## src/rtl/core/gbti_pkg.sv

```systemverilog
package gbti_pkg;

  typedef struct packed {
    logic               sample_fresh;
    logic               payload_ok;
    logic [31:0]        sequence_req;
    logic signed [31:0] yaw_rate;
    logic [47:0]        timestamp_us;
  } in_item_t;

  typedef struct packed {
    logic [1:0]         status;
    logic               delta_valid;
    logic signed [31:0] dt_us;
    logic signed [31:0] rate;
    logic signed [47:0] delta_angle;
  } out_item_t;

  localparam logic [1:0] ST_OK     = 2'd0;
  localparam logic [1:0] ST_NODATA = 2'd1;
  localparam logic [1:0] ST_FAULT  = 2'd2;

  localparam logic CFG_AVG_LEN = 1'b0;
  localparam logic CFG_MAX_GAP = 1'b1;

  localparam logic [15:0] AVG_LEN_RST = 16'd200;
  localparam logic [15:0] MAX_GAP_RST = 16'd250;

  localparam int TIMESTAMP_BITS_DEF = 48;
  localparam int SEQUENCE_BITS_DEF  = 32;

  localparam logic [25:0] US_PER_MS = 26'd1000;
  localparam logic [63:0] ROUND_HALF = 64'd1000000;
  localparam logic [20:0] ANGLE_DEN  = 21'd2000000;

endpackage

```

## src/rtl/core/gyro_bias_trapezoid_integrator.sv

```systemverilog
// Sequence: no-data, fault, calibration and seeding items go from S_EVAL to S_OUT;
// the item that closes calibration passes S_DIV (64-step divide) before S_OUT;
// an integrating item passes S_MUL (32-step serial multiply) and S_DIV (64-step divide).
// One item at a time: the next transfer is taken the cycle after the result is loaded,
// so the input stays stalled until a result is loaded, longer while the output is stalled.
// Reset (async, active low): averaging length 200, gap limit 250 ms, calibration
// restarted, no previous sample held, output empty.
module gyro_bias_trapezoid_integrator #(
  parameter int TIMESTAMP_BITS = gbti_pkg::TIMESTAMP_BITS_DEF,
  parameter int SEQUENCE_BITS  = gbti_pkg::SEQUENCE_BITS_DEF
) (
  input  logic                clk_i,
  input  logic                rst_ni,
  input  logic                cfg_we_i,
  input  logic                cfg_idx_i,
  input  logic [15:0]         cfg_wdata_i,
  input  logic                in_valid_i,
  output logic                in_stall_o,
  input  gbti_pkg::in_item_t  in_data_i,
  output logic                out_valid_o,
  input  logic                out_stall_i,
  output gbti_pkg::out_item_t out_data_o
);

  localparam logic [2:0] S_IDLE = 3'd0;
  localparam logic [2:0] S_EVAL = 3'd1;
  localparam logic [2:0] S_MUL  = 3'd2;
  localparam logic [2:0] S_DIV  = 3'd3;
  localparam logic [2:0] S_OUT  = 3'd4;

  logic [2:0] state_q, state_d;
  logic [5:0] cnt_q, cnt_d;

  logic [15:0] avg_len_q, max_gap_q;
  logic [SEQUENCE_BITS-1:0]  last_seq_q, last_seq_d;
  logic calibrated_q, calibrated_d;
  logic [15:0] cal_count_q, cal_count_d;
  logic signed [47:0] cal_sum_q, cal_sum_d;
  logic signed [31:0] bias_q, bias_d;
  logic have_prev_q, have_prev_d;
  logic signed [31:0] prev_rate_q, prev_rate_d;
  logic [TIMESTAMP_BITS-1:0] prev_time_q, prev_time_d;

  gbti_pkg::in_item_t  it_q, it_d;
  gbti_pkg::out_item_t res_q, res_d, out_q, out_d;
  logic out_valid_q, out_valid_d;

  logic [63:0] mc_q, mc_d, acc_q, acc_d, dv_q, dv_d;
  logic [31:0] mp_q, mp_d;
  logic [20:0] rem_q, rem_d;
  logic [20:0] den_q, den_d;
  logic neg_q, neg_d, op_bias_q, op_bias_d;

  logic [SEQUENCE_BITS-1:0]  seq;
  logic [TIMESTAMP_BITS-1:0] now, d_fwd, d_back;
  logic [25:0] gap_us;
  logic signed [47:0] sum_n;
  logic [15:0] cnt_n;
  logic signed [32:0] diff, rsum;
  logic signed [31:0] rate, dt;
  logic [32:0] mag_sum;
  logic [31:0] mag_dt;
  logic [21:0] sh;
  logic qbit;
  logic [63:0] q;
  logic accept, load_out;

  assign accept     = in_valid_i && !in_stall_o;
  assign in_stall_o = (state_q != S_IDLE);
  assign load_out   = !out_valid_q || !out_stall_i;
  assign out_valid_o = out_valid_q;
  assign out_data_o  = out_q;

  assign seq    = SEQUENCE_BITS'(it_q.sequence_req);
  assign now    = TIMESTAMP_BITS'(it_q.timestamp_us);
  assign gap_us = 26'(max_gap_q) * gbti_pkg::US_PER_MS;
  assign sum_n  = cal_sum_q + 48'(it_q.yaw_rate);
  assign cnt_n  = cal_count_q + 16'd1;
  assign diff   = 33'(it_q.yaw_rate) - 33'(bias_q);
  assign rate   = (diff[32] != diff[31]) ? {diff[32], {31{~diff[32]}}} : diff[31:0];
  assign rsum   = 33'(prev_rate_q) + 33'(rate);
  assign d_fwd  = now - prev_time_q;
  assign d_back = prev_time_q - now;
  assign dt     = (now >= prev_time_q) ? d_fwd[31:0]
                : (d_back > TIMESTAMP_BITS'(64'h8000_0000)) ? 32'sh8000_0000
                : -d_back[31:0];
  assign mag_sum = rsum[32] ? -rsum : rsum;
  assign mag_dt  = dt[31] ? -dt : dt;
  assign sh      = {rem_q, dv_q[63]};
  assign qbit    = (sh >= {1'b0, den_q});
  assign q       = {dv_q[62:0], qbit};

  always_comb begin
    state_d = state_q;
    cnt_d = cnt_q;
    last_seq_d = last_seq_q;
    calibrated_d = calibrated_q;
    cal_count_d = cal_count_q;
    cal_sum_d = cal_sum_q;
    bias_d = bias_q;
    have_prev_d = have_prev_q;
    prev_rate_d = prev_rate_q;
    prev_time_d = prev_time_q;
    it_d = it_q;
    res_d = res_q;
    out_d = out_q;
    out_valid_d = out_valid_q;
    mc_d = mc_q;
    mp_d = mp_q;
    acc_d = acc_q;
    dv_d = dv_q;
    rem_d = rem_q;
    den_d = den_q;
    neg_d = neg_q;
    op_bias_d = op_bias_q;

    if (out_valid_q && !out_stall_i) begin
      out_valid_d = 1'b0;
    end

    case (state_q)
      S_IDLE: begin
        if (accept) begin
          it_d = in_data_i;
          state_d = S_EVAL;
        end
      end
      S_EVAL: begin
        res_d = '0;
        res_d.status = gbti_pkg::ST_OK;
        state_d = S_OUT;
        if (!it_q.sample_fresh || seq == last_seq_q) begin
          res_d.status = gbti_pkg::ST_NODATA;
        end else if (!it_q.payload_ok) begin
          res_d.status = gbti_pkg::ST_FAULT;
        end else begin
          last_seq_d = seq;
          if (!calibrated_q) begin
            cal_sum_d = sum_n;
            cal_count_d = cnt_n;
            if (cnt_n >= avg_len_q && cnt_n != 16'd0) begin
              op_bias_d = 1'b1;
              neg_d = sum_n[47];
              dv_d = 64'(sum_n[47] ? -sum_n : sum_n);
              rem_d = '0;
              den_d = 21'(cnt_n);
              cnt_d = 6'd63;
              state_d = S_DIV;
            end
          end else if (!have_prev_q || (now >= prev_time_q &&
                       d_fwd > TIMESTAMP_BITS'(gap_us))) begin
            have_prev_d = 1'b1;
            prev_rate_d = rate;
            prev_time_d = now;
          end else begin
            prev_rate_d = rate;
            prev_time_d = now;
            res_d.delta_valid = 1'b1;
            res_d.dt_us = dt;
            res_d.rate = rate;
            op_bias_d = 1'b0;
            neg_d = rsum[32] ^ dt[31];
            mc_d = 64'(mag_sum);
            mp_d = mag_dt;
            acc_d = gbti_pkg::ROUND_HALF;
            cnt_d = 6'd31;
            state_d = S_MUL;
          end
        end
      end
      S_MUL: begin
        if (mp_q[0]) begin
          acc_d = acc_q + mc_q;
        end
        mc_d = {mc_q[62:0], 1'b0};
        mp_d = {1'b0, mp_q[31:1]};
        cnt_d = cnt_q - 6'd1;
        if (cnt_q == 6'd0) begin
          dv_d = mp_q[0] ? acc_q + mc_q : acc_q;
          rem_d = '0;
          den_d = gbti_pkg::ANGLE_DEN;
          cnt_d = 6'd63;
          state_d = S_DIV;
        end
      end
      S_DIV: begin
        rem_d = 21'(qbit ? sh - {1'b0, den_q} : sh);
        dv_d = q;
        cnt_d = cnt_q - 6'd1;
        if (cnt_q == 6'd0) begin
          if (op_bias_q) begin
            bias_d = neg_q ? -q[31:0] : q[31:0];
            calibrated_d = 1'b1;
          end else begin
            res_d.delta_angle = neg_q ? -q[47:0] : q[47:0];
          end
          state_d = S_OUT;
        end
      end
      S_OUT: begin
        if (load_out) begin
          out_d = res_q;
          out_valid_d = 1'b1;
          state_d = S_IDLE;
        end
      end
      default: state_d = S_IDLE;
    endcase

    if (cfg_we_i && cfg_idx_i == gbti_pkg::CFG_AVG_LEN) begin
      calibrated_d = (cfg_wdata_i == 16'd0);
      cal_count_d = '0;
      cal_sum_d = '0;
      bias_d = '0;
      have_prev_d = 1'b0;
    end
  end

  always_ff @(posedge clk_i or negedge rst_ni) begin
    if (!rst_ni) begin
      state_q <= S_IDLE;
      cnt_q <= '0;
      avg_len_q <= gbti_pkg::AVG_LEN_RST;
      max_gap_q <= gbti_pkg::MAX_GAP_RST;
      last_seq_q <= '0;
      calibrated_q <= (gbti_pkg::AVG_LEN_RST == 16'd0);
      cal_count_q <= '0;
      cal_sum_q <= '0;
      bias_q <= '0;
      have_prev_q <= 1'b0;
      out_valid_q <= 1'b0;
      op_bias_q <= 1'b0;
    end else begin
      state_q <= state_d;
      cnt_q <= cnt_d;
      if (cfg_we_i && cfg_idx_i == gbti_pkg::CFG_AVG_LEN) begin
        avg_len_q <= cfg_wdata_i;
      end
      if (cfg_we_i && cfg_idx_i == gbti_pkg::CFG_MAX_GAP) begin
        max_gap_q <= cfg_wdata_i;
      end
      last_seq_q <= last_seq_d;
      calibrated_q <= calibrated_d;
      cal_count_q <= cal_count_d;
      cal_sum_q <= cal_sum_d;
      bias_q <= bias_d;
      have_prev_q <= have_prev_d;
      out_valid_q <= out_valid_d;
      op_bias_q <= op_bias_d;
    end
  end

  always_ff @(posedge clk_i) begin
    prev_rate_q <= prev_rate_d;
    prev_time_q <= prev_time_d;
    it_q <= it_d;
    res_q <= res_d;
    out_q <= out_d;
    mc_q <= mc_d;
    mp_q <= mp_d;
    acc_q <= acc_d;
    dv_q <= dv_d;
    rem_q <= rem_d;
    den_q <= den_d;
    neg_q <= neg_d;
  end

  a_accept_eval: assert property (@(posedge clk_i) disable iff (!rst_ni)
    accept |=> state_q == S_EVAL) else $error("transfer not evaluated");

  a_seed_after_cal: assert property (@(posedge clk_i) disable iff (!rst_ni)
    !calibrated_q |-> !have_prev_q) else $error("seeded before calibration");

  a_delta_ok: assert property (@(posedge clk_i) disable iff (!rst_ni)
    out_valid_q && out_q.delta_valid |-> out_q.status == gbti_pkg::ST_OK)
    else $error("delta with bad status");

endmodule
```

## config.mk

```make
export PLATFORM = sky130hd
export DESIGN_NAME = gyro_bias_trapezoid_integrator
export DESIGN_NICKNAME = d
export VERILOG_FILES = /design/src/rtl/core/gbti_pkg.sv /design/src/rtl/core/gyro_bias_trapezoid_integrator.sv
export SDC_FILE = /design/constraint.sdc
export NUM_CORES = 2
export LEC_CHECK = 0
export ABC_AREA = 1
export BUFFER_PORTS_ARGS = -buffer_cell sky130_fd_sc_hd__buf_2
export CORE_MARGIN = 10
export CORE_UTILIZATION = 45
export DETAILED_ROUTE_END_ITERATION = 7
export SETUP_SLACK_MARGIN = 0.15
export SYNTH_ARGS = -nofsm -noshare
export SYNTH_HDL_FRONTEND = slang
export SYNTH_SLANG_ARGS = --single-unit
```

## constraint.sdc

```tcl
create_clock -name clk_i -period 59.6 [get_ports clk_i]
set_input_delay 2.98 -clock clk_i [delete_from_list [all_inputs] [get_ports clk_i]]
set_output_delay 2.98 -clock clk_i [all_outputs]
set_load 0.01 [all_outputs]
```

==> metrics.md <==
| Metric | Value |
|---|---|
| Status | complete, no violations |
| R2R Setup Slk | 50.09 ns |
| Synth async-reset ratio | 0.201 |
| Global-route wire length before repair | 291000 um |
| Skew-Pair Late Insertion Delay | between 0.7 and 0.8 ns |
| Area growth, synth to finish | 11.0% |
| Clock root cell | clkbuf_16 |
| Number of synthesized flops with an enable pin | between 600 and 700 |
| Pre-antenna DRT Iters | 6 |
| Period Utilization, post-route | 0.160 |
| Final hold violations | 0 |
| Critical R2R Capture | acc_q[58]$_SDFFCE_PN0P_ |
| Vias per cell | 5.33 |
| Mapped Cells | between 7000 and 8000 |
| Vias in the first global route | between 50000 and 60000 |
| Worst Clk Skew | between 0.04 and 0.05 ns |
| Die W | 384 um |
| Mapped Avg Cell Area | 7.98 um^2 |
| Share of layout cells above drive strength 1 | 0.0793 |
| Initial antenna violation count | 17 |
| Worst-path fanout max | 72 |
| Ys flop type | edfxtp_1 |
| Critical path arrival | between 9 and 10 ns |
| Largest net degree at the start of global routing | 89 |
| Commonest non-fill, non-tap cell in the layout | nand2_1 |
| Hold Path Cell Cnt | 0 |
| Slew headroom | 0.285 |
| Drt total wl | around 190000 um |
| CTS sink count | 860 |
| Leakage | 30.9 nW |
| Number of remaining DRC errors | 0 |
| GRT Total Usage | 0.252 |
| H-tree levels | 3 |
| R2R cell count | 35 |
| Sequential group share of total power | 0.310 |
| Xor and xnor area share after synthesis | 0.0487 |
| Final slew viol count | 0 |
| Commonest non-fill, non-tap cells in the layout | nand2_1, inv_1, nor2_1, edfxtp_1, a21oi_1 |
| Setup-failing EPs final | 0 |
| Setup crit start kind | register |
| Num CTS Buffers | 96 |
| Grt ovf | 0 |
| Max Cap Viol | 0 |
| Worst R2R Start | max_gap_q[6]$_DFFE_PN1P_ |
| Port-buffer cells | about 250 |
| P_sw | 0.00144 W |
| Routed len/inst | approximately 20 um |
| Die area | roughly 150000 um^2 |
| P_int | roughly 0.0018 W |
| Total Neg Setup Slack | 0 ns |
| I/O pin cnt | around 250 |
| RePlAce Congestion | 0.964 |
| RSZ-0062 raised after global routing | false |
| Compound-Gate Fraction of Synth Area | 0.117 |
| Pwr Density | just under 50 nW/um^2 |
| Synth unique cells | 60 |
| Seq/Total Area, Yosys | 0.418 |
| Routed Antenna Nets | 0 |
| Design Power | 0.00324 W |
| Net Sw Frac | 0.444 |
| Clock Power Share | 0.191 |
| Die height | between 300 and 400 um |
| Data required time of the worst path | approximately 60 ns |
| Fmax | between 100 and 150 MHz |
| Yosys warns | 0 |
| Tmin final | roughly 9.5 ns |
| Core area | 132000 um^2 |
| # hold bufs at CTS | 0 |
| Post-synthesis mux area share | 0.000168 |
| Via count | 51000 |
| Synth Area in Simple Gates | 0.226 |
| CTS tree | done |
| Peak supply drop | between 0.00004 and 0.00005 V |
| HP Start | res_q[15]$_SDFFCE_PN0P_ |
| CP Class | reg -> reg |
| Post-Synth Adder-Cell Area | 0.102 |
| WHS Endpoint | out_data_o[15]$_DFFE_PP_ |
| CP max stage cell | a21boi_4 |
| Combinational group share of total power | 0.498 |
| Largest family of logic cells by synthesized area | simple AND/OR/NAND/NOR gates |
| CTS resizes | 0 |
| Hpwl dp | approximately 150000 um |
| Synth Cell Area | about 60000 um^2 |
| Longest Clk Path Bufs | 3 |
| Net count after synthesis | approximately 8000 |
| Initial DRC count | 4130 |
| Clock Pin Slew Worst Setup and Hold Paths | ~0.060 ns |
| Starting Density | 0.454 |
| CP Capture Type | register |
| Crit path largest cell delay | 0.92 ns |
| Setup bufs post-CTS | 0 |
| Worst slew pin tran | roughly 1.1 ns |
| HP Class | reg -> reg |
| Layout Nets | 8307 |
| Rows | approximately 130 |
| #FFs+latches synth | 860 |
| Layout fillers | 12800 |
| Critical Path Most Common Cell | nand2_1 |
## area by class of cell
class | instances | area [um^2] | area share
Sequential cell | 860 | 25000 | 0.377
Timing Repair Buffer | 297 | 1610 | 0.0243
Inverter | 1218 | 4570 | 0.0690
Multi-Input combinational cell | 5249 | 29600 | 0.447
Antenna cell | 2 | 5.00 | 0.0000755
Tap cell | 1755 | 2200 | 0.0331
Clock inverter | 61 | 759 | 0.0115
Clock buffer | 119 | 2570 | 0.0388
## state kept, by name, indices dropped and copies added, names as in the netlist, 6 cells and up
register,flops
prev_time_q,48
bias_q,32
acc_q,64
seq,32
prev_rate_q,32
den_q,17
cnt_q,6
mp_q,32
cal_sum_q,48
mc_q,64
res_q,115
last_seq_q,32
dv_q,64
it_q,34
avg_len_q,16
out_data_o,115
cal_count_q,16
rem_q,21
now,48
max_gap_q,16
## per-stage QoR
step                instance area, um^2  cells  setup WS (ns)  utilization  hold WS, ns
floorplan                         59700   7480          38.57            -        0.400
global placement                  63000   9379          50.23        0.478        0.400
detailed placement                63000   9379          50.04        0.478        0.405
CTS                               66300   9559          50.02        0.504        0.418
global route                      66300   9559          49.25        0.504        0.419
finish                            66300   9561          50.09        0.504        0.417
## metal layers
layer	wire length (um)	GRT usage	vias up
met2	87300	0.414	1478
met1	83100	0.334	24000
li1	-	-	25100
met4	7340	0.0947	26
met5	154	0	-
met3	11300	0.0383	310
## critical path, delay by kind of cell, from the launching register on
kind	cells	cell delay [ns]
fa+ha+maj	6	2.72
buf+inv	6	2.18
xor+xnor	1	0.14
simple gates	14	1.42
compound gates	8	1.93
flops	1	0.56
## Yosys cell counts (33+ instances only)
master | number | area share
a31oi_1 | 64 | 0.0067
o21ai_0 | 405 | 0.034
o211ai_1 | 52 | 0.0065
fa_1 | 61 | 0.020
nand4_1 | 95 | 0.010
o22ai_1 | 41 | 0.0043
inv_1 | 1191 | 0.075
nor3_1 | 93 | 0.0078
nor2_1 | 764 | 0.048
xnor2_1 | 84 | 0.012
o21a_1 | 33 | 0.0041
nand3_1 | 347 | 0.029
edfxtp_1 | 687 | 0.35
xor2_1 | 248 | 0.036
nand2_1 | 1731 | 0.11
clkbuf_1 | 106 | 0.0067
or2_2 | 40 | 0.0042
a21oi_1 | 488 | 0.041
ha_1 | 388 | 0.081
dfrtp_1 | 164 | 0.069
nor4_1 | 33 | 0.0035
## cell families after synthesis
family          after synthesis
simple gates               3216
fa+ha+maj                   449
buf+inv                    1371
xor+xnor                    332
compound gates             1251
flops                       860
mux                           1
## how the worst max path moves through the flow
stage / end / slack (ns) / start / depth (start not counted)
4_1_cts: acc_q[51]$_SDFFCE_PN0P_ / 50.02 / max_gap_q[6]$_DFFE_PN1P_ / 35
5_1_grt: mc_q[46]$_SDFFCE_PN0P_ / 49.25 / max_gap_q[6]$_DFFE_PN1P_ / 35
3_3_place_gp: acc_q[50]$_SDFFCE_PN0P_ / 50.23 / max_gap_q[6]$_DFFE_PN1P_ / 35
2_1_floorplan: acc_q[0]$_SDFFCE_PN0P_ / 38.57 / state_q[2]$_DFFE_PN0P_ / 2
6_report: acc_q[58]$_SDFFCE_PN0P_ / 50.09 / max_gap_q[6]$_DFFE_PN1P_ / 35
3_5_place_dp: acc_q[50]$_SDFFCE_PN0P_ / 50.04 / max_gap_q[6]$_DFFE_PN1P_ / 35
## power groups by stage
stage / Sequential [W] / Combinational (W) / Clock, W
after floorplan: 0.00103 / 0.00117 / 0
after global placement: 0.00101 / 0.00158 / 0
after detailed placement: 0.00101 / 0.00160 / 0
after CTS: 0.00100 / 0.00161 / 0.000636
after global routing: 0.00102 / 0.00183 / 0.000661
final: 0.00100 / 0.00161 / 0.000620
No activity file was read; power rests on OpenSTA's default activity.
